--- config.mk ---
export PLATFORM = sky130hd
export DESIGN_NAME = dfnco_ram
export DESIGN_NICKNAME = d
export VERILOG_FILES = /design/src/sv/dfnco_pkg.sv /design/src/sv/dfnco_ram.sv
export SDC_FILE = /design/constraint.sdc
export NUM_CORES = 1
export LEC_CHECK = 0
export BUFFER_PORTS_ARGS = -buffer_cell sky130_fd_sc_hd__buf_4
export CORE_ASPECT_RATIO = 1.75
export CORE_MARGIN = 5
export CORE_UTILIZATION = 50
export DETAILED_ROUTE_END_ITERATION = 16
export PLACE_DENSITY = 0.66
export RECOVER_POWER = 100
export SYNTH_ARGS = -nofsm -noshare
export SYNTH_HDL_FRONTEND = slang
export SYNTH_SLANG_ARGS = --single-unit
--- constraint.sdc ---
create_clock -name clk -period 3.87 [get_ports clk]
set_clock_uncertainty 0.15 [all_clocks]
set_input_delay 0 -clock clk [delete_from_list [all_inputs] [get_ports clk]]
set_output_delay 0 -clock clk [all_outputs]
set_load 0.01 [all_outputs]
--- src/sv/dfnco_pkg.sv ---
// Package for the dithered three-phase FSK synthesizer: payload types, codes,
// the quarter-wave sine table, the band modulo table and sample helpers.
// No dependencies; the RAM and the synthesizer import it.
package dfnco_pkg;

  // Request codes carried in req_type
  localparam logic [1:0] REQ_TICK      = 2'd0;
  localparam logic [1:0] REQ_START     = 2'd1;
  localparam logic [1:0] REQ_LOAD_SYM  = 2'd2;
  localparam logic [1:0] REQ_LOAD_BAND = 2'd3;

  // Configuration register indexes
  localparam int CFG_IDX_W = 3;
  localparam logic [CFG_IDX_W-1:0] CFG_TONE_STEP    = 3'd0;
  localparam logic [CFG_IDX_W-1:0] CFG_SHIFT_GREEN  = 3'd1;
  localparam logic [CFG_IDX_W-1:0] CFG_SHIFT_BLUE   = 3'd2;
  localparam logic [CFG_IDX_W-1:0] CFG_SWAP_ENABLE  = 3'd3;
  localparam logic [CFG_IDX_W-1:0] CFG_BAND_COUNT   = 3'd4;

  // Sine table geometry
  localparam int SINE_ADDR_BITS  = 10;
  localparam int SINE_DEPTH      = 2 ** SINE_ADDR_BITS;
  localparam int QTR_BITS        = SINE_ADDR_BITS - 2;
  localparam int SINE_QTR        = 2 ** QTR_BITS;
  localparam int PH_DITHER_SHIFT = 32 - SINE_ADDR_BITS;
  localparam logic [14:0] SINE_PEAK   = 15'h7EFF;
  localparam logic [63:0] TWO_PI_Q60  = 64'h6487ED5110B4611A;

  // LCG constants; the two-step form advances the recurrence two steps at once
  localparam logic [63:0] LCG_MUL   = 64'd6364136223846793005;
  localparam logic [63:0] LCG_MUL2  = 64'(LCG_MUL * LCG_MUL);
  localparam logic [63:0] LCG_INC2  = LCG_MUL + 64'd1;
  localparam logic [31:0] LCG_A2_LO = LCG_MUL2[31:0];
  localparam logic [31:0] LCG_A2_HI = LCG_MUL2[63:32];

  // Output quantizer
  localparam logic [16:0] QUANT_BIAS  = 17'h07F00;
  localparam logic [7:0]  IDLE_SAMPLE = 8'h80;

  typedef struct packed {
    logic [1:0]  req_type;
    logic [7:0]  entry_index;
    logic [63:0] entry_value;
  } dfnco_in_t;

  typedef struct packed {
    logic [7:0] red_sample;
    logic [7:0] green_sample;
    logic [7:0] blue_sample;
    logic       sending;
  } dfnco_out_t;

  typedef logic [14:0] qtr_rom_t [SINE_QTR];
  typedef logic [3:0]  band_mod_t [256];

  // (a * b) >> 60 in Q60
  function automatic logic [63:0] q60_mul(input logic [63:0] a, input logic [63:0] b);
    logic [127:0] p;
    p = {64'd0, a} * {64'd0, b};
    return p[123:60];
  endfunction

  // Quotient a / d by shift and subtract, for small divisors at elaboration
  function automatic logic [63:0] udiv64(input logic [63:0] a, input logic [63:0] d);
    logic [63:0] q, rem;
    q = '0;
    rem = '0;
    for (int b = 63; b >= 0; b--) begin
      rem = {rem[62:0], a[b]};
      if (rem >= d) begin
        rem = rem - d;
        q[b] = 1'b1;
      end
    end
    return q;
  endfunction

  // trunc(sin(2*pi*k/SINE_DEPTH) * peak) by a fixed-point Taylor series
  function automatic logic [14:0] quarter_sine(input int unsigned k);
    logic [63:0] kk, x, x2, term, sum, scaled;
    kk = 64'(k);
    x = (TWO_PI_Q60 >> SINE_ADDR_BITS) * kk
      + (((TWO_PI_Q60 & 64'(SINE_DEPTH - 1)) * kk) >> SINE_ADDR_BITS);
    x2 = q60_mul(x, x);
    term = x;
    sum = x;
    for (int n = 1; n <= 12; n++) begin
      term = udiv64(q60_mul(term, x2), 64'((2 * n) * (2 * n + 1)));
      if ((n & 1) == 1) sum = sum - term;
      else sum = sum + term;
    end
    scaled = ((sum >> 20) * 64'(SINE_PEAK)) >> 40;
    return scaled[14:0];
  endfunction

  function automatic qtr_rom_t build_qtr_rom();
    qtr_rom_t rom;
    for (int i = 0; i < SINE_QTR; i++) rom[i] = quarter_sine(i);
    return rom;
  endfunction

  localparam qtr_rom_t QTR_ROM = build_qtr_rom();

  // Entry {a-1, c-1} holds a % c for a, c in 1..16
  function automatic band_mod_t build_band_mod();
    band_mod_t t;
    int a, c;
    for (int i = 0; i < 256; i++) begin
      a = (i >> 4) + 1;
      c = (i & 15) + 1;
      while (a >= c) a = a - c;
      t[i] = 4'(a);
    end
    return t;
  endfunction

  localparam band_mod_t BAND_MOD = build_band_mod();

  // Full-wave sine from the quarter table
  function automatic logic [15:0] sine_lookup(input logic [SINE_ADDR_BITS-1:0] addr);
    logic [QTR_BITS-1:0] r;
    logic [QTR_BITS-1:0] r_mirror;
    logic [14:0] mag;
    logic [15:0] val;
    r = addr[QTR_BITS-1:0];
    r_mirror = ~r + QTR_BITS'(1);
    if (addr[QTR_BITS]) mag = (r == '0) ? SINE_PEAK : QTR_ROM[r_mirror];
    else mag = QTR_ROM[r];
    val = {1'b0, mag};
    return addr[SINE_ADDR_BITS-1] ? (~val + 16'd1) : val;
  endfunction

  // Add bias and dither byte, keep the high byte
  function automatic logic [7:0] quantize(input logic [15:0] s, input logic [7:0] d);
    logic [16:0] sum;
    sum = QUANT_BIAS + {s[15], s} + {9'd0, d};
    return sum[15:8];
  endfunction

endpackage

--- src/sv/dfnco_ram.sv ---
// Generic single-write, single-read RAM with registered read data.
// Uses dfnco_pkg only by convention; no other dependencies.
module dfnco_ram
  import dfnco_pkg::*;
#(
  parameter int WIDTH = 2,
  parameter int DEPTH = 162,
  localparam int AW = (DEPTH > 1) ? $clog2(DEPTH) : 1
) (
  input  logic             clk,
  input  logic             wr_en,
  input  logic [AW-1:0]    wr_addr,
  input  logic [WIDTH-1:0] wr_data,
  input  logic [AW-1:0]    rd_addr,
  output logic [WIDTH-1:0] rd_data
);

  logic [WIDTH-1:0] mem_r [DEPTH];
  logic [WIDTH-1:0] rd_data_r;

  // Write port and read-first registered read
  always_ff @(posedge clk) begin
    if (wr_en) mem_r[wr_addr] <= wr_data;
    rd_data_r <= mem_r[rd_addr];
  end

  assign rd_data = rd_data_r;

endmodule

==> results by stage <==
Run status:
- The run finished, with violations left.
- The checks that failed: max-capacitance violations, max-slew violations.

Critical path:
- The reg-to-reg startpoint is mem_r[139][1].
- The length in cells of the worst reg-to-reg path is 9.
- Along the worst path, the maximum fanout reaches 1.
- The end of the worst register-to-register path is rd_data[1].
- The data arrival time at the worst-slack endpoint is 4.01 ns.
- The worst setup path startpoint is mem_r[139][1].
- Setup slack on the worst reg-to-reg path comes out at between 0.15 and 0.2 ns.
- The required time reported for the critical path endpoint is between 4 and 5 ns.
- The worst setup path is captured at a flip-flop.
- The critical path startpoint category is a flip-flop.
- By startpoint and endpoint, the worst setup path is classified as flip-flop to flip-flop.

Synthesis:
- After synthesis, the most frequently instantiated cells are 324 x sky130_fd_sc_hd__edfxtp_1, 170 x sky130_fd_sc_hd__nor2_1, 71 x sky130_fd_sc_hd__mux4_2.
- The most frequent cell after synthesis is sky130_fd_sc_hd__edfxtp_1.
- After synthesis, the netlist uses 34 different library cells.
- The Yosys step of the flow raised 0 warnings.
- A synthesized cell averages 17.1 sq um.
- The register area share after synthesis is 72.1%.
- The gate count of the mapped netlist is 794.
- The share of Yosys cell area claimed by the top area cell type is 71.8%.
- In the synthesized netlist the dominant register cell turns out to be sky130_fd_sc_hd__edfxtp_1.
- Sorting the synthesized cells by area gives the leading types as sky130_fd_sc_hd__edfxtp_1 72%, sky130_fd_sc_hd__mux4_2 12%, sky130_fd_sc_hd__nor2_1 4.7%.
- sky130_fd_sc_hd__edfxtp_1 takes more of the synthesized area than any other cell.
- The share of flip-flops with an asynchronous set or reset is 0%.
- In this run, synthesis produced a sequential element count of 326.
- The number of flops mapped to enable cells by yosys is 324.
- The mapped cell area is 13,500 sq um.
- The net count after synthesis is 814.

Floorplan:
- The x dimension of the die is 134 um.
- The floorplan has 79 rows.
- The die outline height is 228 um.
- In this run the count of I/O pins placed on the die edge is 22.
- The initial cell density of the core is 50.8%.
- The area enclosed by the die boundary is 30,600 sq um.
- The total area inside the core boundary comes to ~27,000 sq um.

Drt:
- The remaining design rule violation count is 0.
- The detail route stage leaves a number of antenna-violating nets equal to 0.
- The average wire length per cell after detail routing is 25.9 um.
- Before antenna repair, the detailed router went through 6 iterations.
- The number of DRC markers in iteration 0 is 778.
- The total number of vias is 7,214.
- Wires add up to 30,500 um.
- After detailed routing, the number of vias per cell comes to 6.12.

GRT:
- The pin count of the biggest net entering global routing is 93.
- The via count of the first global-routing pass was 7,715.
- The total congestion overflow after global routing is 0.
- The first global-routing pass estimated around 46,000 um of wire.
- The number of antenna violations at the first check in global routing came to 0.
- Across every metal layer, demand over resource in global routing totals 20.1%.

STA:
- The count of pins over their slew limit is 201.
- Setup violations remaining at the end of the flow were counted as 0.
- In the final timing run, aggregate negative setup slack is 0 ns.
- Counting I/O delays and the setup requirement, the final critical path takes 3.72 ns.
- The final number of hold-violating endpoints is 0.
- The actual slew at the worst max-slew pin is 2.97 ns.
- Setup repair after global routing left no endpoint under its margin.
- Headroom to the max-slew limit came out at -97.9%.
- Derived from the worst setup path, the maximum achievable clock frequency is 269 MHz.
- The share of the clock period used by the worst path is 96.0%.
- In the post-route analysis, the smallest setup slack over all paths is ~0.15 ns.
- The smallest hold slack is between 0.3 and 0.4 ns.

Layout:
- The post-route cell area is 15,100 sq um.
- The sequential cells in the finished layout cover a total of 9770 sq um.
- The post-layout utilization of the core is a little under three fifths.
- The number of filler cells placed in the layout is 2,050.
- The count of non-filler cells in the finished layout is 1,179.
- The final net count is around 850.
- Summing all multi-input logic gate instances after layout gives 3520 sq um.
- 0 antenna diodes ended up in the layout.
- The share of cells above drive strength 1 is 17.7%.
- The area growth from synthesis to layout is 11.5%.

Pwr:
- Dividing total power by cell area gives a power density of 483 nW/um^2.
- The completed layout was analyzed and its total power is 7.30 mW.
- The worst-case IR drop observed on VDD is 0.353 mV.
- Summed over all cells, the static leakage comes to about 4.6 nW.

Placement:
- The area after detailed placement is 13,900 sq um.
- The post-placement worst setup slack is ~0.9 ns.
- The global placer's final weighted congestion is 0.846.
- Counting tap cells, the placed design contains a total of 1,100 instances.
- The wire-length estimate of the detail-placed layout is 19,700 um.
- The total of buffers placed on input and output ports is 21.

Clock network:
- The TritonCTS clock tree is built.
- The worst-skew pair later-pin latency is between 0.5 and 0.6 ns.
- Clock-pin slew was measured on the worst setup and hold paths at 0.07 ns.
- The clock passes through at most 3 buffers.
- For this design, the sink count on the clock tree is 326.
- The number of buffers added by the clock tree synthesis step is 30.
- The tree is rooted in a sky130_fd_sc_hd__clkbuf_16.
- The number of levels in the clock H-tree is 1.

Worst hold path:
- The source of the worst hold timing path is wr_addr[1].
- The tightest min-delay check is of the input pin to flip-flop type.
- The instance count along the most critical hold path is 3.
- The endpoint of the worst hold path is mem_r[76][0].

Job:
- Max-cap violations in this run came to 3.
-- cells in the final DEF (no fill, tap or decap), types with 2 or more instances in the layout --
master,instances
sky130_fd_sc_hd__a2111oi_0,4
sky130_fd_sc_hd__a211oi_1,6
sky130_fd_sc_hd__a221oi_1,8
sky130_fd_sc_hd__and2_1,2
sky130_fd_sc_hd__buf_4,13
sky130_fd_sc_hd__bufinv_16,4
sky130_fd_sc_hd__clkbuf_1,12
sky130_fd_sc_hd__clkbuf_16,31
sky130_fd_sc_hd__clkbuf_2,2
sky130_fd_sc_hd__clkinv_1,7
sky130_fd_sc_hd__clkinv_2,6
sky130_fd_sc_hd__clkinvlp_4,5
sky130_fd_sc_hd__dfxtp_1,2
sky130_fd_sc_hd__dlygate4sd3_1,23
sky130_fd_sc_hd__edfxtp_1,324
sky130_fd_sc_hd__mux2_2,16
sky130_fd_sc_hd__mux2i_1,28
sky130_fd_sc_hd__mux4_2,71
sky130_fd_sc_hd__nand2_1,32
sky130_fd_sc_hd__nand2b_1,5
sky130_fd_sc_hd__nand3_1,21
sky130_fd_sc_hd__nand4_1,6
sky130_fd_sc_hd__nor2_1,170
sky130_fd_sc_hd__nor2b_1,16
sky130_fd_sc_hd__nor3_1,6
sky130_fd_sc_hd__nor4_1,2
sky130_fd_sc_hd__o211a_1,2
sky130_fd_sc_hd__o211ai_1,2
sky130_fd_sc_hd__o21ai_0,6
sky130_fd_sc_hd__o21ai_1,2
sky130_fd_sc_hd__o21bai_1,2
sky130_fd_sc_hd__o221ai_1,2
sky130_fd_sc_hd__o22ai_1,6
sky130_fd_sc_hd__o31ai_1,4
sky130_fd_sc_hd__or3_1,2
-- final cells by class --
type	instances	area share, %
clock buffer	32	5.16
clock inverter	24	1.58
multi-input combinational	423	23.3
sequential	326	64.7
tap	324	2.68
timing repair buffer	50	2.60
-- registers in the layout, summed over array words and instances, names as in the netlist --
name	flops
mem_r	324
rd_data	2
-- where the power goes --
| group | switching, mW | internal, mW |
|---|---|---|
| Clock | 1.28 | 1.73 |
| Sequential | 0.00295 | 3.89 |
| Combinational | 0.242 | 0.148 |
| Total | 1.53 | 5.77 |
-- worst max-delay path by stage --
| stage | to | cells past startpoint |
|---|---|---|
| floorplan | rd_data[1] | 5 |
| global placement | rd_data[1] | 7 |
| detailed placement | rd_data[1] | 8 |
| CTS | rd_data[1] | 9 |
| global route | mem_r[94][1] | 3 |
| finish | rd_data[1] | 9 |
-- what timing repair did --
item                                    4_1_cts  5_1_grt
setup buffers                                 0        0
hold buffers                                 23        0
endpoints found under the hold margin       221        0
resized for setup                             0        1
endpoints found under the setup margin        0        1
-- worst max-delay path: stages (launching register included) --
cell	delay, ns
sky130_fd_sc_hd__edfxtp_1	0.38
sky130_fd_sc_hd__mux4_2	0.49
sky130_fd_sc_hd__mux4_2	0.53
sky130_fd_sc_hd__nor2_1	0.12
sky130_fd_sc_hd__nor3_1	0.07
sky130_fd_sc_hd__dlygate4sd3_1	0.58
sky130_fd_sc_hd__o31ai_1	0.07
sky130_fd_sc_hd__dlygate4sd3_1	0.59
sky130_fd_sc_hd__a221oi_1	0.05
sky130_fd_sc_hd__dlygate4sd3_1	0.57
-- metal layers --
layer  up-vias  GRT usage (%)  share of wire, %
met4         0           8.06               4.0
met2       258           37.6                56
met5         -              0                 0
met3        69           2.16               5.0
li1       3190              -                 -
met1      3697           23.3                35
-- cells by family after synthesis --
| group | share of synthesized area (%) |
|---|---|
| buf+inv | 1.94 |
| compound gates | 2.40 |
| flops | 72.1 |
| simple gates | 8.16 |
| mux | 15.4 |
Note: power is estimated with default switching activity, not from simulation.
